## config.mk

```make
export PLATFORM = sky130hd
export DESIGN_NAME = i2c_master_transaction_engine_unit
export DESIGN_NICKNAME = d
export VERILOG_FILES = /design/src/i2cm_pkg.sv /design/src/i2cm_front.sv /design/src/i2cm_seq.sv /design/src/i2c_master_transaction_engine_unit.sv
export SDC_FILE = /design/constraint.sdc
export NUM_CORES = 1
export LEC_CHECK = 0
export BUFFER_PORTS_ARGS = -buffer_cell sky130_fd_sc_hd__buf_2
export CAP_MARGIN = 40
export CORE_MARGIN = 2
export CORE_UTILIZATION = 55
export CTS_CLUSTER_DIAMETER = 50
export DETAILED_ROUTE_END_ITERATION = 10
export PLACE_DENSITY = 0.76
export SETUP_SLACK_MARGIN = 0.02
export SLEW_MARGIN = 5
export SYNTH_ARGS = -nofsm -noshare
export SYNTH_HDL_FRONTEND = slang
export SYNTH_SLANG_ARGS = --single-unit
```

## constraint.sdc

```tcl
create_clock -name i_clk -period 7.3 [get_ports i_clk]
set_clock_uncertainty 0.15 [all_clocks]
set_input_delay 1.095 -clock i_clk [delete_from_list [all_inputs] [get_ports i_clk]]
set_output_delay 1.095 -clock i_clk [all_outputs]
set_load 0.005 [all_outputs]
```

## src/i2cm_pkg.sv

```systemverilog
//------------------------------------------------------------------------------
// I2C master transaction engine package
// Shared types, phase and role codes, operation, status and register codes,
// and the tick, result and configuration records.
//------------------------------------------------------------------------------
package i2cm_pkg;

    localparam int COUNT_BITS = 16;

    // Operation codes carried by a tick.
    localparam logic [2:0] OP_NONE    = 3'd0;
    localparam logic [2:0] OP_WRITE   = 3'd1;
    localparam logic [2:0] OP_READ    = 3'd2;
    localparam logic [2:0] OP_REG_WR  = 3'd3;
    localparam logic [2:0] OP_REG_RD  = 3'd4;

    // Completion status codes.
    localparam logic [2:0] ST_OK       = 3'd0;
    localparam logic [2:0] ST_TIMEOUT  = 3'd1;
    localparam logic [2:0] ST_NO_DEV   = 3'd2;
    localparam logic [2:0] ST_REG_NAK  = 3'd3;
    localparam logic [2:0] ST_INCOMPL  = 3'd4;

    // Configuration register indexes.
    localparam logic [1:0] REG_HALF    = 2'd0;
    localparam logic [1:0] REG_STRETCH = 2'd1;
    localparam logic [1:0] REG_BUSWAIT = 2'd2;

    typedef enum logic [4:0] {
        PH_IDLE, PH_ST_REL, PH_ST_SCL, PH_ST_WAIT, PH_ST_SDA,
        PH_BIT_SET, PH_BIT_HIGH, PH_BIT_WAIT, PH_BIT_EXTRA, PH_TX_WAIT,
        PH_SP_SDA, PH_SP_SCL, PH_SP_WAIT, PH_SP_HOLD, PH_SP_REL
    } t_phase;

    typedef enum logic [2:0] {
        ROLE_ADDR_W, ROLE_REG, ROLE_PAY_W, ROLE_ADDR_R, ROLE_READ
    } t_role;

    // One accepted tick as the sequencer sees it.
    typedef struct packed {
        logic [2:0]            operation;
        logic [6:0]            device_address;
        logic [7:0]            register_index;
        logic [COUNT_BITS-1:0] byte_count;
        logic [7:0]            tx_byte;
        logic                  tx_valid;
        logic                  scl_in;
        logic                  sda_in;
    } t_tick;

    // One result of the sequencer.
    typedef struct packed {
        logic       scl_pull_low;
        logic       sda_pull_low;
        logic       tx_request;
        logic [7:0] rx_byte;
        logic       rx_valid;
        logic       rx_last;
        logic       busy_res;
        logic       done_res;
        logic [2:0] status;
    } t_result;

    // Configuration values handed to the sequencer.
    typedef struct packed {
        logic [7:0]  half_period_ticks;
        logic [15:0] stretch_limit_ticks;
        logic [15:0] bus_wait_limit_ticks;
    } t_cfg;

endpackage

```

## src/i2cm_front.sv

```systemverilog
//------------------------------------------------------------------------------
// I2C master front end
// Takes tick transfers from the slave stream, unpacks the fields and stores
// them in a two-entry queue for the sequencer.
//------------------------------------------------------------------------------
module i2cm_front import i2cm_pkg::*; (
    input  logic        i_clk,
    input  logic        i_rst_n,
    input  logic        i_valid,
    output logic        o_ready,
    input  logic [47:0] i_data,
    output logic        o_valid,
    input  logic        i_ready,
    output t_tick       o_tick
);

    t_tick      r_q [2];
    logic [1:0] r_cnt, n_cnt;
    logic       r_rd, n_rd;
    logic       r_wr, n_wr;
    t_tick      w_in;
    logic       w_push, w_pop;

    // Unpack a tick from its bus layout.
    always_comb begin
        w_in.operation      = i_data[2:0];
        w_in.device_address = i_data[9:3];
        w_in.register_index = i_data[17:10];
        w_in.byte_count     = i_data[33:18];
        w_in.tx_byte        = i_data[41:34];
        w_in.tx_valid       = i_data[42];
        w_in.scl_in         = i_data[43];
        w_in.sda_in         = i_data[44];
    end

    assign o_ready = (r_cnt != 2'd2);
    assign o_valid = (r_cnt != 2'd0);
    assign o_tick  = r_q[r_rd];
    assign w_push  = i_valid && o_ready;
    assign w_pop   = o_valid && i_ready;

    // Queue pointers and fill count.
    always_comb begin
        n_cnt = r_cnt + {1'b0, w_push} - {1'b0, w_pop};
        n_rd  = r_rd ^ w_pop;
        n_wr  = r_wr ^ w_push;
    end

    always_ff @(posedge i_clk) begin
        if (!i_rst_n) begin
            r_cnt <= '0;
            r_rd  <= 1'b0;
            r_wr  <= 1'b0;
        end else begin
            r_cnt <= n_cnt;
            r_rd  <= n_rd;
            r_wr  <= n_wr;
        end
    end

    // Queue storage needs no reset.
    always_ff @(posedge i_clk) begin
        if (w_push) begin
            r_q[r_wr] <= w_in;
        end
    end

endmodule

```

## src/i2cm_seq.sv

```systemverilog
//------------------------------------------------------------------------------
// I2C master sequencer
// Advances one step per queued tick: start, address, register, payload and
// read bytes with acknowledge bits, repeated start and stop. Results go to a
// two-entry output queue so that a stall on the master side does not stop
// the queue drain until it is full.
//------------------------------------------------------------------------------
module i2cm_seq import i2cm_pkg::*; (
    input  logic        i_clk,
    input  logic        i_rst_n,
    input  t_cfg        i_cfg,
    input  logic        i_valid,
    output logic        o_ready,
    input  t_tick       i_tick,
    output logic        o_valid,
    input  logic        i_ready,
    output t_result     o_res
);

    t_phase                r_phase, n_phase;
    logic [2:0]            r_mode, n_mode;
    logic [3:0]            r_bits, n_bits;
    logic [7:0]            r_shift, n_shift;
    logic [COUNT_BITS-1:0] r_left, n_left;
    logic [15:0]           r_timer, n_timer;
    logic [6:0]            r_addr, n_addr;
    logic [7:0]            r_reg, n_reg;
    logic [2:0]            r_code, n_code;
    logic                  r_scl, n_scl;
    logic                  r_sda, n_sda;
    t_role                 r_role, n_role;

    t_result    w_res;
    t_result    r_oq [2];
    logic [1:0] r_ocnt;
    logic       r_ord, r_owr;
    logic       w_step, w_pop;
    logic [7:0] w_half;
    logic       w_held;
    logic [15:0] w_tinc;
    logic       w_sample, w_nak, w_done;
    logic       w_enter_bit, w_start, w_stop;
    logic [2:0] w_stop_code;
    logic [7:0] w_begin_val;
    logic       w_begin;
    logic [3:0] w_bits_inc;
    logic [7:0] w_shift_s;

    assign o_ready = (r_ocnt != 2'd2);
    assign w_step  = i_valid && o_ready;
    assign w_pop   = o_valid && i_ready;
    assign o_valid = (r_ocnt != 2'd0);
    assign o_res   = r_oq[r_ord];

    assign w_half = (i_cfg.half_period_ticks == 8'd0) ? 8'd1 : i_cfg.half_period_ticks;
    assign w_tinc = r_timer + 16'd1;
    assign w_held = (w_tinc >= {8'd0, w_half});

    // Next state of the transaction sequencer.
    always_comb begin
        n_phase = r_phase; n_mode = r_mode; n_bits = r_bits; n_shift = r_shift;
        n_left = r_left; n_timer = r_timer; n_addr = r_addr; n_reg = r_reg;
        n_code = r_code; n_scl = r_scl; n_sda = r_sda; n_role = r_role;
        w_sample = 1'b0; w_done = 1'b0; w_start = 1'b0; w_stop = 1'b0;
        w_stop_code = ST_OK; w_begin = 1'b0; w_begin_val = 8'd0;
        w_enter_bit = 1'b0; w_nak = 1'b0;
        w_res = '0;
        w_bits_inc = r_bits + 4'd1;
        w_shift_s = {r_shift[6:0], (r_role == ROLE_READ) ? i_tick.sda_in : 1'b0};

        case (r_phase)
            PH_IDLE: begin
                n_scl = 1'b0; n_sda = 1'b0;
                if (i_tick.operation >= OP_WRITE && i_tick.operation <= OP_REG_RD) begin
                    n_mode  = i_tick.operation;
                    n_addr  = i_tick.device_address;
                    n_reg   = i_tick.register_index;
                    n_left  = i_tick.byte_count;
                    if ((i_tick.operation == OP_READ || i_tick.operation == OP_REG_RD)
                        && i_tick.byte_count == '0) begin
                        n_left = {{(COUNT_BITS-1){1'b0}}, 1'b1};
                    end
                    n_code  = ST_OK;
                    n_bits  = 4'd0;
                    n_shift = 8'd0;
                    n_role  = (i_tick.operation == OP_READ) ? ROLE_ADDR_R : ROLE_ADDR_W;
                    w_start = 1'b1;
                end
            end
            PH_ST_REL: begin
                n_timer = w_tinc;
                if (w_held) begin
                    n_scl = 1'b0; n_phase = PH_ST_SCL; n_timer = '0;
                end
            end
            PH_ST_SCL: begin
                n_timer = w_tinc;
                if (w_held) begin
                    n_phase = PH_ST_WAIT; n_timer = '0;
                end
            end
            PH_ST_WAIT: begin
                if (i_tick.scl_in) begin
                    n_sda = 1'b1; n_phase = PH_ST_SDA; n_timer = '0;
                end else if (r_timer >= i_cfg.bus_wait_limit_ticks) begin
                    n_code = ST_TIMEOUT; w_done = 1'b1;
                end else begin
                    n_timer = w_tinc;
                end
            end
            PH_ST_SDA: begin
                n_timer = w_tinc;
                if (w_held) begin
                    n_scl = 1'b1;
                    w_begin = 1'b1;
                    w_begin_val = {r_addr, (r_role == ROLE_ADDR_R) ? 1'b1 : 1'b0};
                end
            end
            PH_BIT_SET: begin
                n_timer = w_tinc;
                if (w_held) begin
                    n_scl = 1'b0; n_phase = PH_BIT_HIGH; n_timer = '0;
                end
            end
            PH_BIT_HIGH: begin
                n_timer = w_tinc;
                if (w_held) begin
                    n_phase = PH_BIT_WAIT; n_timer = '0;
                end
            end
            PH_BIT_WAIT: begin
                if (i_tick.scl_in || r_timer >= i_cfg.stretch_limit_ticks) begin
                    if (r_timer == '0) begin
                        w_sample = 1'b1;
                    end else begin
                        n_phase = PH_BIT_EXTRA; n_timer = '0;
                    end
                end else begin
                    n_timer = w_tinc;
                end
            end
            PH_BIT_EXTRA: begin
                n_timer = w_tinc;
                if (w_held) begin
                    w_sample = 1'b1;
                end
            end
            PH_TX_WAIT: begin
                n_scl = 1'b1;
                if (i_tick.tx_valid) begin
                    w_begin = 1'b1; w_begin_val = i_tick.tx_byte;
                end
            end
            PH_SP_SDA: begin
                n_timer = w_tinc;
                if (w_held) begin
                    n_scl = 1'b0; n_phase = PH_SP_SCL; n_timer = '0;
                end
            end
            PH_SP_SCL: begin
                n_timer = w_tinc;
                if (w_held) begin
                    n_phase = PH_SP_WAIT; n_timer = '0;
                end
            end
            PH_SP_WAIT: begin
                if (i_tick.scl_in) begin
                    n_phase = PH_SP_HOLD; n_timer = '0;
                end else if (r_timer >= i_cfg.bus_wait_limit_ticks) begin
                    n_code = ST_TIMEOUT; n_phase = PH_SP_HOLD; n_timer = '0;
                end else begin
                    n_timer = w_tinc;
                end
            end
            PH_SP_HOLD: begin
                n_timer = w_tinc;
                if (w_held) begin
                    n_sda = 1'b0; n_phase = PH_SP_REL; n_timer = '0;
                end
            end
            PH_SP_REL: begin
                n_timer = w_tinc;
                if (w_held) begin
                    w_done = 1'b1;
                end
            end
            default: begin
                n_phase = PH_IDLE; n_timer = '0; n_scl = 1'b0; n_sda = 1'b0;
                n_code = ST_OK;
            end
        endcase

        // Sampling edge of a bit: shift, count, and byte completion.
        if (w_sample) begin
            if (r_bits < 4'd8) begin
                n_shift = w_shift_s;
                if (r_role == ROLE_READ && r_bits == 4'd7) begin
                    w_res.rx_valid = 1'b1;
                    w_res.rx_byte  = w_shift_s;
                    w_res.rx_last  = (r_left <= 1);
                end
            end else begin
                w_nak = i_tick.sda_in;
            end
            n_scl  = 1'b1;
            n_bits = w_bits_inc;
            if (w_bits_inc >= 4'd9) begin
                case (r_role)
                    ROLE_ADDR_W: begin
                        if (w_nak) begin
                            w_stop = 1'b1; w_stop_code = ST_NO_DEV;
                        end else if (r_mode == OP_WRITE) begin
                            n_role = ROLE_PAY_W;
                            if (r_left == '0) w_stop = 1'b1;
                            else begin n_phase = PH_TX_WAIT; n_timer = '0; end
                        end else begin
                            n_role = ROLE_REG; w_begin = 1'b1; w_begin_val = r_reg;
                        end
                    end
                    ROLE_REG: begin
                        if (w_nak) begin
                            w_stop = 1'b1; w_stop_code = ST_REG_NAK;
                        end else if (r_mode == OP_REG_WR) begin
                            n_role = ROLE_PAY_W;
                            if (r_left == '0) w_stop = 1'b1;
                            else begin n_phase = PH_TX_WAIT; n_timer = '0; end
                        end else begin
                            n_role = ROLE_ADDR_R; w_start = 1'b1;
                        end
                    end
                    ROLE_PAY_W: begin
                        if (w_nak) begin
                            w_stop = 1'b1; w_stop_code = ST_INCOMPL;
                        end else begin
                            n_left = r_left - 1'b1;
                            if (r_left == 1) w_stop = 1'b1;
                            else begin n_phase = PH_TX_WAIT; n_timer = '0; end
                        end
                    end
                    ROLE_ADDR_R: begin
                        if (w_nak) begin
                            w_stop = 1'b1; w_stop_code = ST_NO_DEV;
                        end else begin
                            n_role = ROLE_READ; w_begin = 1'b1; w_begin_val = 8'd0;
                        end
                    end
                    default: begin
                        if (r_left <= 1) begin
                            n_left = '0; w_stop = 1'b1;
                        end else begin
                            n_left = r_left - 1'b1;
                            w_begin = 1'b1; w_begin_val = 8'd0;
                        end
                    end
                endcase
            end else begin
                w_enter_bit = 1'b1;
            end
        end

        // Byte begin, start and stop entries.
        if (w_begin) begin
            n_shift = w_begin_val; n_bits = 4'd0; w_enter_bit = 1'b1;
        end
        if (w_enter_bit) begin
            if (n_bits < 4'd8) begin
                n_sda = (n_role == ROLE_READ) ? 1'b0 : ~n_shift[7];
            end else begin
                n_sda = (n_role == ROLE_READ) ? (n_left > 1) : 1'b0;
            end
            n_phase = PH_BIT_SET; n_timer = '0;
        end
        if (w_start) begin
            n_sda = 1'b0; n_phase = PH_ST_REL; n_timer = '0;
        end
        if (w_stop) begin
            if (r_code == ST_OK) n_code = w_stop_code;
            n_sda = 1'b1; n_phase = PH_SP_SDA; n_timer = '0;
        end
        if (w_done) begin
            n_phase = PH_IDLE; n_timer = '0; n_scl = 1'b0; n_sda = 1'b0;
        end

        w_res.scl_pull_low = n_scl;
        w_res.sda_pull_low = n_sda;
        w_res.tx_request   = (n_phase == PH_TX_WAIT);
        w_res.busy_res     = (n_phase != PH_IDLE);
        w_res.done_res     = w_done;
        w_res.status       = w_done ? n_code : ST_OK;
    end

    // Sequencer state; advances only on a tick transfer.
    always_ff @(posedge i_clk) begin
        if (!i_rst_n) begin
            r_phase <= PH_IDLE; r_mode <= '0; r_bits <= '0; r_shift <= '0;
            r_left <= '0; r_timer <= '0; r_addr <= '0; r_reg <= '0;
            r_code <= '0; r_scl <= 1'b0; r_sda <= 1'b0; r_role <= ROLE_ADDR_W;
        end else if (w_step) begin
            r_phase <= n_phase; r_mode <= n_mode; r_bits <= n_bits;
            r_shift <= n_shift; r_left <= n_left; r_timer <= n_timer;
            r_addr <= n_addr; r_reg <= n_reg; r_code <= n_code;
            r_scl <= n_scl; r_sda <= n_sda; r_role <= n_role;
        end
    end

    // Result queue control.
    always_ff @(posedge i_clk) begin
        if (!i_rst_n) begin
            r_ocnt <= '0; r_ord <= 1'b0; r_owr <= 1'b0;
        end else begin
            r_ocnt <= r_ocnt + {1'b0, w_step} - {1'b0, w_pop};
            r_ord  <= r_ord ^ w_pop;
            r_owr  <= r_owr ^ w_step;
        end
    end

    always_ff @(posedge i_clk) begin
        if (w_step) begin
            r_oq[r_owr] <= w_res;
        end
    end

endmodule

```

## src/i2c_master_transaction_engine_unit.sv

```systemverilog
//------------------------------------------------------------------------------
// I2C master transaction engine
// Open-drain I2C master that runs whole write, read, register write and
// register read transactions, one tick transfer in, one result transfer out.
//------------------------------------------------------------------------------
// Channel   Direction  Content
// s_axis    in         tick: command fields, payload byte, sampled lines
// m_axis    out        result: line drives, tx request, rx byte, status
// apb       in         three timing registers at byte addresses 0, 4, 8
//
// One tick is taken every clock cycle while s_axis_tready is high; each tick
// passes the tick queue, and its result the sequencer's result queue.
// Reset is synchronous and restores the idle state and register defaults.
// A stall on the master side fills the result queue, then stops the
// sequencer, then fills the tick queue, then deasserts s_axis_tready.
//------------------------------------------------------------------------------
module i2c_master_transaction_engine_unit import i2cm_pkg::*; (
    input  logic        i_clk,
    input  logic        i_rst_n,
    input  logic        s_axis_tvalid,
    output logic        s_axis_tready,
    // operation, device_address, register_index, byte_count, tx_byte,
    // tx_valid, scl_in, sda_in; zero fill to 48 bits
    input  logic [47:0] s_axis_tdata,
    output logic        m_axis_tvalid,
    input  logic        m_axis_tready,
    // scl_pull_low, sda_pull_low, tx_request, rx_byte, rx_valid, busy_res,
    // done_res, status; zero fill to 24 bits
    output logic [23:0] m_axis_tdata,
    // rx_last
    output logic        m_axis_tlast,
    input  logic        psel,
    input  logic        penable,
    input  logic        pwrite,
    input  logic [3:0]  paddr,
    input  logic [31:0] pwdata,
    output logic [31:0] prdata,
    output logic        pready
);

    t_cfg        r_cfg;
    t_tick       w_tick;
    t_result     w_res;
    logic        w_fv, w_fr;
    logic        w_wr;
    logic [1:0]  w_idx;

    assign pready = 1'b1;
    assign w_wr   = psel && penable && pwrite;
    assign w_idx  = paddr[3:2];

    // Configuration register writes.
    always_ff @(posedge i_clk) begin
        if (!i_rst_n) begin
            r_cfg.half_period_ticks    <= 8'd2;
            r_cfg.stretch_limit_ticks  <= 16'd1000;
            r_cfg.bus_wait_limit_ticks <= 16'd30000;
        end else if (w_wr) begin
            case (w_idx)
                REG_HALF:    r_cfg.half_period_ticks    <= pwdata[7:0];
                REG_STRETCH: r_cfg.stretch_limit_ticks  <= pwdata[15:0];
                REG_BUSWAIT: r_cfg.bus_wait_limit_ticks <= pwdata[15:0];
                default: ;
            endcase
        end
    end

    // Register read-back.
    always_comb begin
        case (w_idx)
            REG_HALF:    prdata = {24'd0, r_cfg.half_period_ticks};
            REG_STRETCH: prdata = {16'd0, r_cfg.stretch_limit_ticks};
            REG_BUSWAIT: prdata = {16'd0, r_cfg.bus_wait_limit_ticks};
            default:     prdata = 32'd0;
        endcase
    end

    i2cm_front u_front (
        .i_clk   (i_clk),
        .i_rst_n (i_rst_n),
        .i_valid (s_axis_tvalid),
        .o_ready (s_axis_tready),
        .i_data  (s_axis_tdata),
        .o_valid (w_fv),
        .i_ready (w_fr),
        .o_tick  (w_tick)
    );

    i2cm_seq u_seq (
        .i_clk   (i_clk),
        .i_rst_n (i_rst_n),
        .i_cfg   (r_cfg),
        .i_valid (w_fv),
        .o_ready (w_fr),
        .i_tick  (w_tick),
        .o_valid (m_axis_tvalid),
        .i_ready (m_axis_tready),
        .o_res   (w_res)
    );

    // Pack the result transfer.
    assign m_axis_tdata = {7'd0, w_res.status, w_res.done_res, w_res.busy_res,
                           w_res.rx_valid, w_res.rx_byte, w_res.tx_request,
                           w_res.sda_pull_low, w_res.scl_pull_low};
    assign m_axis_tlast = w_res.rx_last;

endmodule

```

Yosys cells after proc, flatten, opt, wreduce, memory -nomap -nowiden. Memories as Yosys holds them, arrays and structs flattened. A register that Yosys moved wholly into a read port is not among the register bits. Cells that the tools add are included. W data, S select, Z words.

Add/subtract/negate cells: 7. $lt $le $gt $ge: 10. Equal/unequal tests: 30. Multiplexer cells: 168. Bitwise gates (word level): 5. Reduce and logical (&&, ||, !) cells: 37.

Operators with widths (number): $mux W16 (27); $mux W5 (25); $mux W8 (14); $pmux W16 S3 (2); $pmux W16 S6 (1); $mux W1 (57); $pmux W5 S11 (1); $logic_not A16 Y1 (3); $mux W3 (16); $eq A5 B4 Y1 const B (8); $ge A16 B16 Y1 (2); $pmux W16 S2 (1); $mux W10 (3); $pmux W3 S3 (3); $pmux W8 S3 (1); $reduce_or A12 Y1 (2); $eq A5 B3 Y1 const B (4); $add A16 B1 Y16 const B (1); $eq A16 B1 Y1 const B (1); $ge A16 B8 Y1 (1); $gt A16 B1 Y1 const B (1); $le A16 B1 Y1 const B (1); $mux W4 (4); $pmux W8 S2 (1); 39 further kinds (77).

Flip-flop bits (word level): 123. RAM bits: 126. Output and inout bits: 60. Logic and storage cells: 280. Memories kept: 2.

Memory list: u_front.r_q (depth 2, width 45, rd ports 1, clocked after Yosys merged registers in 1, write ports 1, RTL line i2cm_front.sv:17) `t_tick r_q [2];`; u_seq.r_oq (depth 2, width 18, rd ports 1, clocked after Yosys merged registers in 1, write ports 1, RTL line i2cm_seq.sv:34) `t_result r_oq [2];`.

Logic depth before layout (Yosys ltp). Gate-level depths: netlist of run 1.

Word-level depth: 18. Gate-level depth with buffers: 17. Depth with buffers taken out: 14.

Modules after synthesis. Synthesis of run 1 repeated with hierarchy kept, for this count alone.

Cells, all modules: 1417. Area total of the unflattened synthesis: 13850.8 um2.

By module, submodules not included: i2cm_seq (instances 1, cells each 1013, area each 8294.2 um2); i2cm_front (instances 1, cells each 169, area each 3525.9 um2); i2c_master_transaction_engine_unit (instances 1, cells each 235, area each 2030.7 um2).

Worst setup path before layout of run 1. Ideal clock, no wire load.

Path kind: reg-to-reg. Start point: register u_seq.r_timer[1]. End point: memory u_seq.r_oq[0][4] in the netlist's numbering (data pin). Library setup time: 0.278 ns. Arrival time: 3.280 ns. Path slack: 3.592 ns. Cell stages (with the launch flop): 15. Buffers on the path: 1. Period minus slack after synthesis: 3.708 ns. Cell sequence: dfxtp_1 ha_1 nand3_2 nor2_1 xor2_1 ha_1 a21o_1 a21oi_1 o211a_1 buf_4 a21oi_2 o211a_1 or3b_1 o41ai_2 nand3_1.

RTL lines: start, declared (RTL line i2cm_seq.sv:25) `logic [15:0] r_timer, n_timer;`; start signal, assigned (RTL line i2cm_seq.sv:300) `r_shift <= n_shift; r_left <= n_left; r_timer <= n_timer;`; end, declared (RTL line i2cm_seq.sv:34).

Worst setup path after layout of run 1.
Start point: register u_seq.r_timer[1]. End point: memory u_seq.r_oq[1][16] in the netlist's numbering (data pin).

Word-level cells in the longest chain between the ends: 17. Elaborated cells on any way between the ends: 53.

RTL lines: parallel branches: the longest is 16 deep, another holds $add A16 B1 Y16; $mux W1 (*) (RTL line i2cm_seq.sv:280) `if (w_done) begin`; net u_seq.n_sda (RTL line i2cm_seq.sv:30) `logic r_sda, n_sda;`.

Mark *: on every way through the listed nets, which the timed path passes.

==> metrics.txt, run 1 <==
# TYPE chip_impl_metric gauge
chip_impl_info{name="run_status",value="finished, final reports clean"} 1
chip_impl_metric{name="muxShareOfSynthArea",unit="%"} 6.50
chip_impl_metric{name="remaining_drcs",unit=""} 0
chip_impl_metric{name="routedWlPerCell",unit="um"} 17.9
chip_impl_metric{name="initial_utilization",unit="%"} 56.4
chip_impl_metric{name="antenna_violating_nets_post_route",unit=""} 0
chip_impl_info{name="clock_tree_from_tritoncts",value="built"} 1
chip_impl_metric{name="postSynth.asyncResetShare",unit="%"} 0
chip_impl_metric{name="htree_levels",unit=""} 1
chip_impl_metric{name="hold_ws",unit="ps"} 310
chip_impl_metric{name="totalPowerFinal",unit="mW"} 5.08
chip_impl_info{name="synth_top_flop_cell",value="sky130_fd_sc_hd__edfxtp_1"} 1
chip_impl_metric{name="dpl_cells",unit=""} 1803
chip_impl_metric{name="synth_compound_gate_area_share",unit="%"} 17.6
chip_impl_info{name="registers.top_by_ff_count",value="u_front.r_q"} 1
chip_impl_metric{name="setup_slack",unit="ps"} 2420
chip_impl_metric{name="number_of_flip_flops_in_the_largest_register",unit=""} 90
chip_impl_metric{name="initial_antenna_violation_count",unit=""} 0
chip_impl_metric{name="detailedRoute.firstIterationViolations",unit=""} 867
chip_impl_metric{name="clockBufferDepth",unit=""} 3
chip_impl_metric{name="gp_congestion",unit=""} 0.895
chip_impl_metric{name="fp.dieArea",unit="um2"} 26400
chip_impl_info{name="end_kind",value="flop"} 1
chip_impl_metric{name="clk_transition_reported_paths",unit="ps"} 60
chip_impl_metric{name="power_leakage",unit="nW"} 5.79
chip_impl_metric{name="largest_net_degree_at_the_start_of_global_routing",unit=""} 59
chip_impl_info{name="critical_path_class",value="reg -> reg"} 1
chip_impl_metric{name="total_of_endpoints_with_negative_setup_slack_in_the_final_report",unit=""} 0
chip_impl_metric{name="min_period",unit="ps"} 4880
chip_impl_metric{name="clock_latency",unit="ps"} 560
chip_impl_metric{name="floorplan_core_area",unit="um2"} 24500
chip_impl_metric{name="synth_simple_gate_area_share",unit="%"} 18.0
chip_impl_metric{name="global_route.usage.total",unit="%"} 25.5
chip_impl_metric{name="synth-xor-area-share",unit="%"} 1.46
chip_impl_metric{name="post_synthesis_cells",unit=""} 1447
chip_impl_metric{name="timing.critical_path.fanout_max",unit=""} 15
chip_impl_metric{name="netlist_area",unit="um2"} 13800
chip_impl_metric{name="yosys_warnings",unit=""} 0
chip_impl_metric{name="hold_viol",unit=""} 0
chip_impl_info{name="setup.worst_path.start",value="u_seq.r_timer[1]"} 1
chip_impl_metric{name="num_antenna_cells",unit=""} 0
chip_impl_metric{name="slew_violations",unit=""} 0
chip_impl_info{name="holdCritStartpoint",value="u_seq.r_scl"} 1
chip_impl_metric{name="drt-pass1-iter-count",unit=""} 6
chip_impl_info{name="critical_path.startpoint_type",value="flop"} 1
chip_impl_info{name="worstReg2RegEnd",value="u_seq.r_oq[1][16]"} 1
chip_impl_metric{name="netlist-cell-type-count",unit=""} 97
chip_impl_metric{name="num_vias",unit=""} 11300
chip_impl_metric{name="syn-mean-instance-area",unit="um2"} 9.54
chip_impl_info{name="largest_registers",value="u_front.r_q: 90 flops, r_cfg: 40 flops, u_seq.r_oq: 36 flops"} 1
chip_impl_metric{name="rrSetupSlack",unit="ps"} 2420
chip_impl_metric{name="max-slew-margin-rel",unit="%"} 40.2
chip_impl_metric{name="grt_overflow",unit=""} 0
chip_impl_metric{name="cap_violations",unit=""} 0
chip_impl_metric{name="layout-drive-gt1-share",unit="%"} 16.2
chip_impl_metric{name="synth_enable_flop_cells",unit=""} 126
chip_impl_metric{name="final_nets",unit=""} 1658
chip_impl_metric{name="ys_seq_area_share",unit="%"} 45.6
chip_impl_metric{name="ys_ff_latch",unit=""} 251
chip_impl_info{name="timing.hold.worst_endpoint",value="u_seq.r_scl"} 1
chip_impl_info{name="timing.hold.worst.class",value="reg -> reg"} 1
chip_impl_info{name="rsz0062_at_grt",value="no"} 1
chip_impl_metric{name="cts_hold_buf",unit=""} 0
chip_impl_metric{name="detailedPlacementHpwl",unit="um"} 23200
chip_impl_metric{name="synth-adder-area-share",unit="%"} 4.99
chip_impl_metric{name="syn2layout_area_growth",unit="%"} 11.4
chip_impl_metric{name="fillCellCount",unit=""} 2021
chip_impl_metric{name="cts_sinks",unit=""} 251
chip_impl_metric{name="cts-buffers-inserted",unit=""} 31
chip_impl_metric{name="design.portCount",unit=""} 151
chip_impl_metric{name="instances_no_fill",unit=""} 1860
chip_impl_metric{name="timing.fmax",unit="MHz"} 205
chip_impl_metric{name="vias_in_the_first_global_route",unit=""} 11000
chip_impl_metric{name="port_buffers",unit=""} 105
chip_impl_info{name="rr_startpoint",value="u_seq.r_timer[1]"} 1
chip_impl_metric{name="placementRows",unit=""} 57
chip_impl_metric{name="dp_slack",unit="ps"} 2590
chip_impl_metric{name="min_period_over_period",unit="%"} 66.9
chip_impl_metric{name="cts_setup_buffers",unit=""} 0
chip_impl_metric{name="ir_drop",unit="mV"} 0.281
chip_impl_info{name="dominant_combinational_cell_family_by_area_after_synthesis",value="simple AND/OR/NAND/NOR gates"} 1
chip_impl_metric{name="worstRegToRegCells",unit=""} 14
chip_impl_metric{name="detail_route.vias_per_cell",unit=""} 6.07
chip_impl_metric{name="power.density",unit="nW/um2"} 330
chip_impl_metric{name="finalWirelength",unit="um"} 33400
chip_impl_metric{name="die_y",unit="um"} 162
chip_impl_metric{name="tns",unit="ps"} 0
chip_impl_metric{name="worstPathRequired",unit="ps"} 7440
chip_impl_info{name="cts-root-buf",value="sky130_fd_sc_hd__clkbuf_16"} 1
chip_impl_metric{name="wire_length_of_the_first_global_routing_pass",unit="um"} 54800
chip_impl_metric{name="timing.hold.worst_path_depth",unit=""} 2
chip_impl_metric{name="die_width",unit="um"} 162
chip_impl_metric{name="worst_max_slew_pin_slew",unit="ps"} 895
chip_impl_metric{name="cp.arrival",unit="ps"} 5030
chip_impl_metric{name="post_cts_resized",unit=""} 0
cells in the mapped netlist (all sizes together) (5+ instances only):
| master | n | share of area [%] |
|---|---|---|
| and3 | 7 | 0.32 |
| o31ai | 8 | 0.44 |
| a21boi | 7 | 0.41 |
| clkbuf | 59 | 1.6 |
| or4 | 7 | 0.41 |
| a21oi | 95 | 3.5 |
| nor2b | 9 | 0.43 |
| or2 | 9 | 0.41 |
| nor4 | 24 | 1.3 |
| a22oi | 9 | 0.49 |
| ha | 55 | 5.0 |
| a221oi | 10 | 0.63 |
| xor2 | 9 | 0.57 |
| or3 | 12 | 0.58 |
| a31oi | 7 | 0.32 |
| o211ai | 33 | 1.9 |
| mux2i | 51 | 3.7 |
| nand2 | 167 | 4.5 |
| mux2 | 34 | 2.8 |
| buf | 50 | 2.4 |
| nor3 | 34 | 1.3 |
| a22o | 14 | 0.89 |
| and2 | 16 | 0.73 |
| dfxtp | 125 | 18 |
| a211oi | 37 | 2.2 |
| a21o | 14 | 0.76 |
| nand4 | 19 | 0.91 |
| o21ai | 63 | 2.3 |
| nand2b | 15 | 0.68 |
| nand3 | 36 | 1.4 |
| nor3b | 10 | 0.58 |
| edfxtp | 126 | 27 |
| o41ai | 7 | 0.55 |
| a2111oi | 7 | 0.49 |
| o21a | 9 | 0.49 |
| o22ai | 5 | 0.23 |
| nor2 | 121 | 3.3 |
| inv | 65 | 1.8 |
| xnor2 | 14 | 0.89 |
how the worst max path moves through the flow:
| stage | to | slack [ps] | cells after the start |
|---|---|---|---|
| 2_1_floorplan | u_seq.r_oq[0][4] | 3590 | 14 |
| 3_3_place_gp | u_seq.r_oq[0][16] | 2600 | 14 |
| 3_5_place_dp | u_seq.r_oq[0][16] | 2590 | 14 |
| 4_1_cts | u_seq.r_oq[1][16] | 2540 | 14 |
| 5_1_grt | u_seq.r_oq[1][16] | 2120 | 14 |
| 6_report | u_seq.r_oq[1][16] | 2420 | 14 |
kinds of logic (layout without fill, tap and decap cells):
family	Yosys count	in the layout
xor gates and xnor gates	23	23
DFF	251	251
other	2	24
adders and majority gates	55	55
and+or+nand+nor	501	501
AOI/OAI and AO/OA	355	355
buffers and inverters	175	242
muxes	85	85
where the power goes:
part / total (mW) / internal [mW] / switching (mW)
clock: 1.46 / 0.847 / 0.610
sequential: 1.99 / 1.78 / 0.212
combinational: 1.63 / 0.630 / 0.997
critical path: stages, from the launching register on:
cell and delay (ps):
sky130_fd_sc_hd__dfxtp_1 510, sky130_fd_sc_hd__ha_1 320, sky130_fd_sc_hd__nand3_2 230, sky130_fd_sc_hd__nor2_1 220, sky130_fd_sc_hd__xor2_1 230, sky130_fd_sc_hd__ha_1 280, sky130_fd_sc_hd__a21o_1 180, sky130_fd_sc_hd__a21oi_1 210
sky130_fd_sc_hd__o211ai_2 170, sky130_fd_sc_hd__o21ai_2 710, sky130_fd_sc_hd__a21oi_1 320, sky130_fd_sc_hd__a221oi_1 470, sky130_fd_sc_hd__nand4_1 220, sky130_fd_sc_hd__o211ai_1 250, sky130_fd_sc_hd__nand2_1 120
placed cells by master (no fill, tap or decap), types with 31 or more instances in the layout:
cell and instances:
sky130_fd_sc_hd__a21oi_1 93, sky130_fd_sc_hd__dfxtp_1 124, sky130_fd_sc_hd__nand3_1 33, sky130_fd_sc_hd__nand2_1 167, sky130_fd_sc_hd__edfxtp_1 126, sky130_fd_sc_hd__nor3_1 33, sky130_fd_sc_hd__o211ai_1 31, sky130_fd_sc_hd__a211oi_1 34
sky130_fd_sc_hd__mux2i_1 51, sky130_fd_sc_hd__buf_2 106, sky130_fd_sc_hd__o21ai_0 56, sky130_fd_sc_hd__inv_1 64, sky130_fd_sc_hd__mux2_2 33, sky130_fd_sc_hd__ha_1 53, sky130_fd_sc_hd__nor2_1 117, sky130_fd_sc_hd__clkbuf_16 31
final cells by class:
cell class	instances	area, um2	area share, %
inverter	66	248	1.61
timing repair buffer	119	636	4.13
tap	324	405	2.64
sequential	251	6290	40.9
clock buffer	43	832	5.41
multi-input combinational	1043	6820	44.4
clock inverter	14	146	0.952
per-stage QoR:
stage          util [%]  cell area (um2)
2_1_floorplan         -            13900
6_report           62.9            15400
3_5_place_dp       58.9            14400
3_3_place_gp       58.8            14400
4_1_cts            62.9            15400
5_1_grt            62.9            15400
metal layers:
metal | up-vias | share of wire [%] | global-route usage (%)
met5 | - | 0 | 0
met4 | 0 | 3.2 | 9.09
met3 | 82 | 5.9 | 4.00
met2 | 391 | 47 | 42.2
met1 | 5394 | 44 | 34.0
li1 | 5418 | - | -
Note: power is estimated with default switching activity, not from simulation.
==> run 2, diff against run 1 <==
--- a/config.mk
+++ b/config.mk
@@ -5,13 +5,14 @@
 export SDC_FILE = /design/constraint.sdc
 export NUM_CORES = 1
 export LEC_CHECK = 0
+export ABC_AREA = 1
 export BUFFER_PORTS_ARGS = -buffer_cell sky130_fd_sc_hd__buf_2
 export CAP_MARGIN = 40
 export CORE_MARGIN = 2
 export CORE_UTILIZATION = 55
 export CTS_CLUSTER_DIAMETER = 50
 export DETAILED_ROUTE_END_ITERATION = 10
-export PLACE_DENSITY = 0.76
+export PLACE_DENSITY = 0.75
 export SETUP_SLACK_MARGIN = 0.02
 export SLEW_MARGIN = 5
 export SYNTH_ARGS = -nofsm -noshare
==> constraint.sdc (replaced) <==
create_clock -name i_clk -period 4.99 [get_ports i_clk]
set_clock_uncertainty 0.15 [all_clocks]
set_input_delay 0.7485 -clock i_clk [delete_from_list [all_inputs] [get_ports i_clk]]
set_output_delay 0.7485 -clock i_clk [all_outputs]
set_load 0.005 [all_outputs]
==> metrics.txt, run 2 <==
# TYPE chip_impl_metric gauge
chip_impl_info{name="run_status",value="finished, final reports clean"} 1
chip_impl_metric{name="drt-pass1-iter-count",unit=""} 5
chip_impl_metric{name="antenna_violating_nets_post_route",unit=""} 0
chip_impl_metric{name="vias_in_the_first_global_route",unit=""} 11600
chip_impl_metric{name="min_period",unit="ps"} 4520
chip_impl_info{name="holdCritStartpoint",value="s_axis_tdata[7]"} 1
chip_impl_info{name="critical-path-top-cell-by-count",value="sky130_fd_sc_hd__nand2_1"} 1
chip_impl_metric{name="finalWirelength",unit="um"} 34800
chip_impl_metric{name="clockPowerShare",unit="%"} 24.0
chip_impl_metric{name="clk_transition_reported_paths",unit="ps"} 60
chip_impl_metric{name="die_y",unit="um"} 164
chip_impl_metric{name="final-seq-area",unit="um2"} 6290
chip_impl_metric{name="syn-mean-instance-area",unit="um2"} 7.85
chip_impl_metric{name="worstRegToRegCells",unit=""} 29
chip_impl_metric{name="cts_hold_buf",unit=""} 0
chip_impl_info{name="netlist_top_cells_area",value="sky130_fd_sc_hd__edfxtp_1 (27%), sky130_fd_sc_hd__dfxtp_1 (18%), sky130_fd_sc_hd__nand2_1 (12%)"} 1
chip_impl_info{name="rr_startpoint",value="u_seq.r_timer[1]"} 1
chip_impl_metric{name="post_cts_resized",unit=""} 0
chip_impl_metric{name="initial_utilization",unit="%"} 55.8
chip_impl_info{name="setup.worst_path.start",value="u_seq.r_timer[1]"} 1
chip_impl_metric{name="layout-drive-gt1-share",unit="%"} 12.1
chip_impl_metric{name="htree_levels",unit=""} 1
chip_impl_info{name="cts-root-buf",value="sky130_fd_sc_hd__clkbuf_16"} 1
chip_impl_metric{name="clock_latency",unit="ps"} 550
chip_impl_info{name="largest_registers",value="u_front.r_q: 90 flops, r_cfg: 40 flops, u_seq.r_oq: 36 flops"} 1
chip_impl_metric{name="routedWlPerCell",unit="um"} 15.6
chip_impl_metric{name="finish.instance_area",unit="um2"} 15800
chip_impl_info{name="worstReg2RegEnd",value="u_seq.r_oq[0][16]"} 1
chip_impl_metric{name="netlist_area",unit="um2"} 14000
chip_impl_metric{name="power_leakage",unit="nW"} 7.02
chip_impl_metric{name="detailedRoute.firstIterationViolations",unit=""} 996
chip_impl_info{name="clock_tree_from_tritoncts",value="built"} 1
chip_impl_metric{name="fp.dieArea",unit="um2"} 26800
chip_impl_metric{name="detail_route.vias_per_cell",unit=""} 5.52
chip_impl_metric{name="dpl_cell_area",unit="um2"} 14800
chip_impl_info{name="post-synth-top-count-cell",value="sky130_fd_sc_hd__nand2_1"} 1
chip_impl_metric{name="max-slew-margin-rel",unit="%"} 39.1
chip_impl_metric{name="die_width",unit="um"} 164
chip_impl_info{name="end_kind",value="flop"} 1
chip_impl_metric{name="timing.fmax",unit="MHz"} 221
chip_impl_metric{name="fillCellCount",unit=""} 2177
chip_impl_info{name="critical_path_class",value="reg -> reg"} 1
chip_impl_metric{name="final_nets",unit=""} 2023
chip_impl_metric{name="power_report.internal_total",unit="mW"} 5.30
chip_impl_metric{name="gp_congestion",unit=""} 0.956
chip_impl_metric{name="port_buffers",unit=""} 105
chip_impl_metric{name="power.switching_fraction",unit="%"} 42.3
chip_impl_metric{name="yosys_warnings",unit=""} 0
chip_impl_metric{name="power.switching",unit="mW"} 3.89
chip_impl_metric{name="ir_drop",unit="mV"} 0.452
chip_impl_metric{name="initial_antenna_violation_count",unit=""} 0
chip_impl_metric{name="num_antenna_cells",unit=""} 0
chip_impl_info{name="synth_top_flop_cell",value="sky130_fd_sc_hd__edfxtp_1"} 1
chip_impl_metric{name="seqPwrFrac",unit="%"} 31.8
chip_impl_metric{name="global_route.usage.total",unit="%"} 26.2
chip_impl_metric{name="min_period_over_period",unit="%"} 90.5
chip_impl_metric{name="cp.arrival",unit="ps"} 4670
chip_impl_metric{name="slowest_delay",unit="ps"} 470
chip_impl_metric{name="cts_sinks",unit=""} 251
chip_impl_metric{name="placementRows",unit=""} 58
chip_impl_info{name="synth.top_cells.by_count",value="sky130_fd_sc_hd__nand2_1 (455), sky130_fd_sc_hd__inv_1 (222), sky130_fd_sc_hd__nor2_1 (141), sky130_fd_sc_hd__edfxtp_1 (126), sky130_fd_sc_hd__dfxtp_1 (125)"} 1
chip_impl_metric{name="rrSetupSlack",unit="ps"} 470
chip_impl_metric{name="cts-buffers-inserted",unit=""} 29
chip_impl_metric{name="netlist.area_leader.share",unit="%"} 27.0
chip_impl_metric{name="cap_violations",unit=""} 0
chip_impl_metric{name="multi_input_gate_area",unit="um2"} 6540
chip_impl_info{name="registers.top_by_ff_count",value="u_front.r_q"} 1
chip_impl_metric{name="tns",unit="ps"} 0
chip_impl_metric{name="hold_ws",unit="ps"} 231
chip_impl_metric{name="syn2layout_area_growth",unit="%"} 13.0
chip_impl_metric{name="ys_seq_area_share",unit="%"} 44.9
chip_impl_metric{name="power.density",unit="nW/um2"} 581
chip_impl_metric{name="largest_net_degree_at_the_start_of_global_routing",unit=""} 79
chip_impl_metric{name="synth_enable_flop_cells",unit=""} 126
chip_impl_info{name="critical_path.startpoint_type",value="flop"} 1
chip_impl_info{name="timing.hold.worst.class",value="in -> reg"} 1
chip_impl_metric{name="grt_overflow",unit=""} 0
chip_impl_metric{name="netlist-cell-type-count",unit=""} 60
chip_impl_metric{name="utilization",unit="%"} 63.0
chip_impl_metric{name="timing.hold.worst_path_depth",unit=""} 1
chip_impl_metric{name="floorplan_core_area",unit="um2"} 25100
chip_impl_metric{name="worst_max_slew_pin_slew",unit="ps"} 910
chip_impl_metric{name="ys_ff_latch",unit=""} 251
chip_impl_info{name="synthDominantAreaCellType",value="sky130_fd_sc_hd__edfxtp_1"} 1
chip_impl_metric{name="hold_viol",unit=""} 0
chip_impl_metric{name="num_vias",unit=""} 12300
chip_impl_metric{name="worstPathRequired",unit="ps"} 5140
chip_impl_metric{name="clockBufferDepth",unit=""} 3
chip_impl_info{name="timing.hold.worst_endpoint",value="u_front.r_q[0][39]"} 1
chip_impl_metric{name="total_of_endpoints_with_negative_setup_slack_in_the_final_report",unit=""} 0
chip_impl_info{name="critical_path.slowest_cell",value="sky130_fd_sc_hd__dfxtp_1"} 1
chip_impl_metric{name="combinationalPowerShare",unit="%"} 44.2
chip_impl_metric{name="slew_violations",unit=""} 0
chip_impl_info{name="rsz0062_at_grt",value="no"} 1
chip_impl_metric{name="remaining_drcs",unit=""} 0
chip_impl_metric{name="postSynth.asyncResetShare",unit="%"} 0
chip_impl_info{name="layout_commonest_cell",value="sky130_fd_sc_hd__nand2_1"} 1
chip_impl_metric{name="number_of_flip_flops_in_the_largest_register",unit=""} 90
chip_impl_metric{name="design.portCount",unit=""} 151
chip_impl_info{name="final_cell_mix",value="sky130_fd_sc_hd__nand2_1 (455), sky130_fd_sc_hd__inv_1 (222), sky130_fd_sc_hd__nor2_1 (141)"} 1
chip_impl_metric{name="post_synthesis_cells",unit=""} 1785
chip_impl_metric{name="timing.critical_path.fanout_max",unit=""} 28
chip_impl_metric{name="detailedPlacementHpwl",unit="um"} 24400
chip_impl_metric{name="cts_setup_buffers",unit=""} 0
chip_impl_metric{name="wire_length_of_the_first_global_routing_pass",unit="um"} 56600
==> run 2: cell types whose count changed in the layout (fill, tap and decap cells not counted), moves of 31 or more <==
| cell | change |
|---|---|
| sky130_fd_sc_hd__nand3_1 | +49 |
| sky130_fd_sc_hd__o21ai_0 | +57 |
| sky130_fd_sc_hd__inv_1 | +158 |
| sky130_fd_sc_hd__a21oi_1 | +31 |
| sky130_fd_sc_hd__nand2_1 | +288 |
| sky130_fd_sc_hd__mux2i_1 | -38 |
==> run 2: stage by stage <==
stage / setup slack [ps] / power, mW / std cells
floorplan: 1450 / 5.84 / 1807
global placement: 634 / 6.78 / 2172
detailed placement: 589 / 6.93 / 2175
CTS: 559 / 9.18 / 2229
global route: 68.0 / 9.86 / 2230
finish: 475 / 9.19 / 2230
==> run 2: cell type report <==
type | instances | area share (%)
clock buffer | 35 | 5.05
tap | 330 | 2.61
timing repair buffer | 123 | 4.47
multi-input combinational | 1243 | 41.3
sequential | 251 | 39.7
clock inverter | 19 | 1.41
inverter | 229 | 5.43
==> run 2: cells by family after synthesis <==
group	share of synthesized area, %
mux	2.38
simple gates	22.9
flops	44.9
other cells	0.0536
buf+inv	9.21
compound gates	14.1
fa+ha+maj	4.91
xor+xnor	1.56
==> run 2: how the worst max path moves through the flow <==
stage	endpoint	slack, ps
2_1_floorplan	u_seq.r_oq[0][4]	1450
3_3_place_gp	u_seq.r_oq[0][16]	630
3_5_place_dp	u_seq.r_oq[1][4]	590
4_1_cts	u_seq.r_oq[1][4]	560
5_1_grt	u_seq.r_oq[0][16]	70
6_report	u_seq.r_oq[0][16]	470
==> run 2: metal layers <==
layer	vias to the layer above	share of wire [%]	GRT usage [%]
met5	-	0	0
met4	0	4.5	11.9
met3	100	6.7	4.24
met2	456	46	42.9
met1	5633	43	34.0
li1	6112	-	-
==> run 2: worst max-delay path: cells and delay by family, from the launching register on <==
kind | cells | cell delay (ps)
flip-flops | 1 | 470
AO/OA/AOI/OAI | 1 | 150
buffers and inverters | 4 | 520
XOR/XNOR | 1 | 160
AND/OR/NAND/NOR | 21 | 2300
adder cells (fa/ha/maj) | 2 | 520
==> run 2: power by group through the flow <==
stage	Sequential, mW	Clock (mW)	Combinational, mW
after CTS	2.92	2.26	4.00
after global routing	2.97	2.33	4.56
final	2.92	2.21	4.06
after floorplan	2.87	0	2.97
after detailed placement	2.96	0	3.97
after global placement	2.96	0	3.82
==> run 3, diff against run 2 <==
--- a/config.mk
+++ b/config.mk
@@ -10,6 +10,7 @@
 export CAP_MARGIN = 40
 export CORE_MARGIN = 2
 export CORE_UTILIZATION = 55
+export CTS_BUF_LIST = sky130_fd_sc_hd__clkbuf_4
 export CTS_CLUSTER_DIAMETER = 50
 export DETAILED_ROUTE_END_ITERATION = 10
 export PLACE_DENSITY = 0.75
==> metrics.txt, run 3 (synthesized netlist as in run 2, its figures left out) <==
# TYPE chip_impl_metric gauge
chip_impl_info{name="critical_path.startpoint_type",value="flop"} 1
chip_impl_metric{name="tns",unit="ps"} 0
chip_impl_metric{name="seqPwrFrac",unit="%"} 32.6
chip_impl_info{name="final_cell_mix",value="sky130_fd_sc_hd__nand2_1 (455), sky130_fd_sc_hd__inv_1 (222), sky130_fd_sc_hd__nor2_1 (141)"} 1
chip_impl_metric{name="finish.instance_area",unit="um2"} 15800
chip_impl_metric{name="power.switching",unit="mW"} 3.85
chip_impl_metric{name="finalWirelength",unit="um"} 34900
chip_impl_metric{name="dpl_cell_area",unit="um2"} 14800
chip_impl_info{name="end_kind",value="flop"} 1
chip_impl_metric{name="gp_congestion",unit=""} 0.956
chip_impl_info{name="timing.hold.worst.class",value="in -> reg"} 1
chip_impl_metric{name="remaining_drcs",unit=""} 0
chip_impl_metric{name="groute.layer.met2.usage",unit="%"} 43.6
chip_impl_metric{name="dpl_cells",unit=""} 2175
chip_impl_metric{name="cp.arrival",unit="ps"} 4810
chip_impl_metric{name="largest_net_degree_at_the_start_of_global_routing",unit=""} 79
chip_impl_metric{name="syn2layout_area_growth",unit="%"} 12.4
chip_impl_metric{name="vias_in_the_first_global_route",unit=""} 11800
chip_impl_metric{name="cap_violations",unit=""} 0
chip_impl_metric{name="die_width",unit="um"} 164
chip_impl_metric{name="min_period",unit="ps"} 4540
chip_impl_metric{name="max-slew-margin-rel",unit="%"} 39.4
chip_impl_metric{name="setup_slack",unit="ps"} 448
chip_impl_metric{name="htree_levels",unit=""} 3
chip_impl_metric{name="drt-pass1-iter-count",unit=""} 6
chip_impl_metric{name="antenna_violating_nets_post_route",unit=""} 0
chip_impl_metric{name="timing.hold.worst_path_depth",unit=""} 1
chip_impl_metric{name="detail_route.vias_per_cell",unit=""} 5.44
chip_impl_metric{name="grt_overflow",unit=""} 0
chip_impl_metric{name="min_period_over_period",unit="%"} 91.0
chip_impl_metric{name="power.switching_fraction",unit="%"} 42.9
chip_impl_metric{name="post_cts_resized",unit=""} 0
chip_impl_metric{name="timing.fmax",unit="MHz"} 220
chip_impl_metric{name="combinationalPowerShare",unit="%"} 45.2
chip_impl_metric{name="worst_max_slew_pin_slew",unit="ps"} 906
chip_impl_metric{name="initial_antenna_violation_count",unit=""} 1
chip_impl_metric{name="layout-drive-gt1-share",unit="%"} 14.6
chip_impl_metric{name="power.density",unit="nW/um2"} 569
chip_impl_metric{name="instances_no_fill",unit=""} 2296
chip_impl_metric{name="ir_drop",unit="mV"} 0.314
chip_impl_metric{name="clk_transition_reported_paths",unit="ps"} 60
chip_impl_metric{name="placementRows",unit=""} 58
chip_impl_metric{name="num_vias",unit=""} 12500
chip_impl_info{name="critical_path.slowest_cell",value="sky130_fd_sc_hd__dfxtp_1"} 1
chip_impl_metric{name="slowest_delay",unit="ps"} 460
chip_impl_metric{name="final_nets",unit=""} 2061
chip_impl_metric{name="floorplan_core_area",unit="um2"} 25100
chip_impl_metric{name="cts_setup_buffers",unit=""} 0
chip_impl_metric{name="grt_util_met1",unit="%"} 33.6
chip_impl_metric{name="clockPowerShare",unit="%"} 22.2
chip_impl_info{name="largest_registers",value="u_front.r_q: 90 flops, r_cfg: 40 flops, u_seq.r_oq: 36 flops"} 1
chip_impl_metric{name="cts_hold_buf",unit=""} 0
chip_impl_metric{name="die_y",unit="um"} 164
chip_impl_metric{name="totalPowerFinal",unit="mW"} 8.96
chip_impl_metric{name="routedWlPerCell",unit="um"} 15.2
chip_impl_metric{name="wire_length_of_the_first_global_routing_pass",unit="um"} 56800
chip_impl_metric{name="clock_latency",unit="ps"} 710
chip_impl_metric{name="fp.dieArea",unit="um2"} 26800
chip_impl_info{name="layout_commonest_cell",value="sky130_fd_sc_hd__nand2_1"} 1
chip_impl_metric{name="slew_violations",unit=""} 0
chip_impl_info{name="critical-path-top-cell-by-count",value="sky130_fd_sc_hd__nand2_1"} 1
chip_impl_metric{name="power_leakage",unit="nW"} 7.06
chip_impl_metric{name="hold_viol",unit=""} 0
chip_impl_info{name="registers.top_by_ff_count",value="u_front.r_q"} 1
chip_impl_metric{name="design.portCount",unit=""} 151
chip_impl_metric{name="power_report.internal_total",unit="mW"} 5.11
chip_impl_metric{name="detailedPlacementHpwl",unit="um"} 24400
chip_impl_metric{name="final-seq-area",unit="um2"} 6290
chip_impl_metric{name="worstRegToRegCells",unit=""} 29
chip_impl_metric{name="multi_input_gate_area",unit="um2"} 6540
chip_impl_metric{name="cts-buffers-inserted",unit=""} 67
chip_impl_info{name="critical_path_class",value="reg -> reg"} 1
chip_impl_metric{name="clockBufferDepth",unit=""} 3
chip_impl_metric{name="worstPathRequired",unit="ps"} 5250
chip_impl_info{name="rsz0062_at_grt",value="no"} 1
chip_impl_metric{name="timing.critical_path.fanout_max",unit=""} 28
chip_impl_metric{name="initial_utilization",unit="%"} 55.8
chip_impl_info{name="run_status",value="finished, final reports clean"} 1
chip_impl_metric{name="total_of_endpoints_with_negative_setup_slack_in_the_final_report",unit=""} 0
chip_impl_metric{name="global_route.usage.total",unit="%"} 26.4
chip_impl_metric{name="groute.layer.met3.usage",unit="%"} 5.69
chip_impl_info{name="cts-root-buf",value="sky130_fd_sc_hd__clkbuf_4"} 1
chip_impl_metric{name="detailedRoute.firstIterationViolations",unit=""} 1166
chip_impl_metric{name="port_buffers",unit=""} 105
chip_impl_metric{name="fillCellCount",unit=""} 2220
chip_impl_metric{name="cts_sinks",unit=""} 251
chip_impl_info{name="clock_tree_from_tritoncts",value="built"} 1
chip_impl_metric{name="number_of_flip_flops_in_the_largest_register",unit=""} 90
chip_impl_info{name="gr-max-usage-layer",value="met2"} 1
chip_impl_metric{name="dp_slack",unit="ps"} 589
==> run 3: layer usage <==
metal	vias up	wire length (um)
met5	-	0
met3	73	2760
met4	0	967
li1	6231	-
met1	5706	14800
met2	482	16400
==> run 3: area by class of cell <==
cell class | count | area share (%)
Tap cell | 330 | 2.62
Clock buffer | 101 | 4.81
Multi-Input combinational cell | 1243 | 41.5
Timing Repair Buffer | 123 | 4.50
Sequential cell | 251 | 39.9
Antenna cell | 1 | 0.0159
Clock inverter | 18 | 1.18
Inverter | 229 | 5.46
==> run 3: final timing paths <==
path               startpoint            endpoint  slack [ps]
min reg2reg    u_seq.r_reg[2]      u_seq.r_reg[2]         300
max reg2reg  u_seq.r_timer[1]   u_seq.r_oq[1][16]         450
min           s_axis_tdata[8]  u_front.r_q[0][40]          90
max          u_seq.r_timer[1]   u_seq.r_oq[1][16]         450
==> run 3: critical path: cells and delay by family, from the launching register on <==
family	cells	cell delay, ps
flops	1	460
buf+inv	4	510
fa+ha+maj	2	520
compound gates	1	150
xor+xnor	1	160
simple gates	21	2290
==> run 3: power by group through the flow <==
stage	registers, mW	logic [mW]	clock network, mW
2_1_floorplan	2.87	2.97	0
3_3_place_gp	2.96	3.82	0
3_5_place_dp	2.96	3.97	0
4_1_cts	2.92	4.00	2.05
5_1_grt	2.96	4.55	2.16
6_report	2.92	4.05	1.99
==> run 3: stage by stage <==
step / hold slack [ps] / utilization (%)
floorplan: 272 / -
global placement: 288 / 58.7
detailed placement: 290 / 58.9
CTS: 47.8 / 62.7
global route: 44.2 / 62.7
finish: 88.8 / 62.7
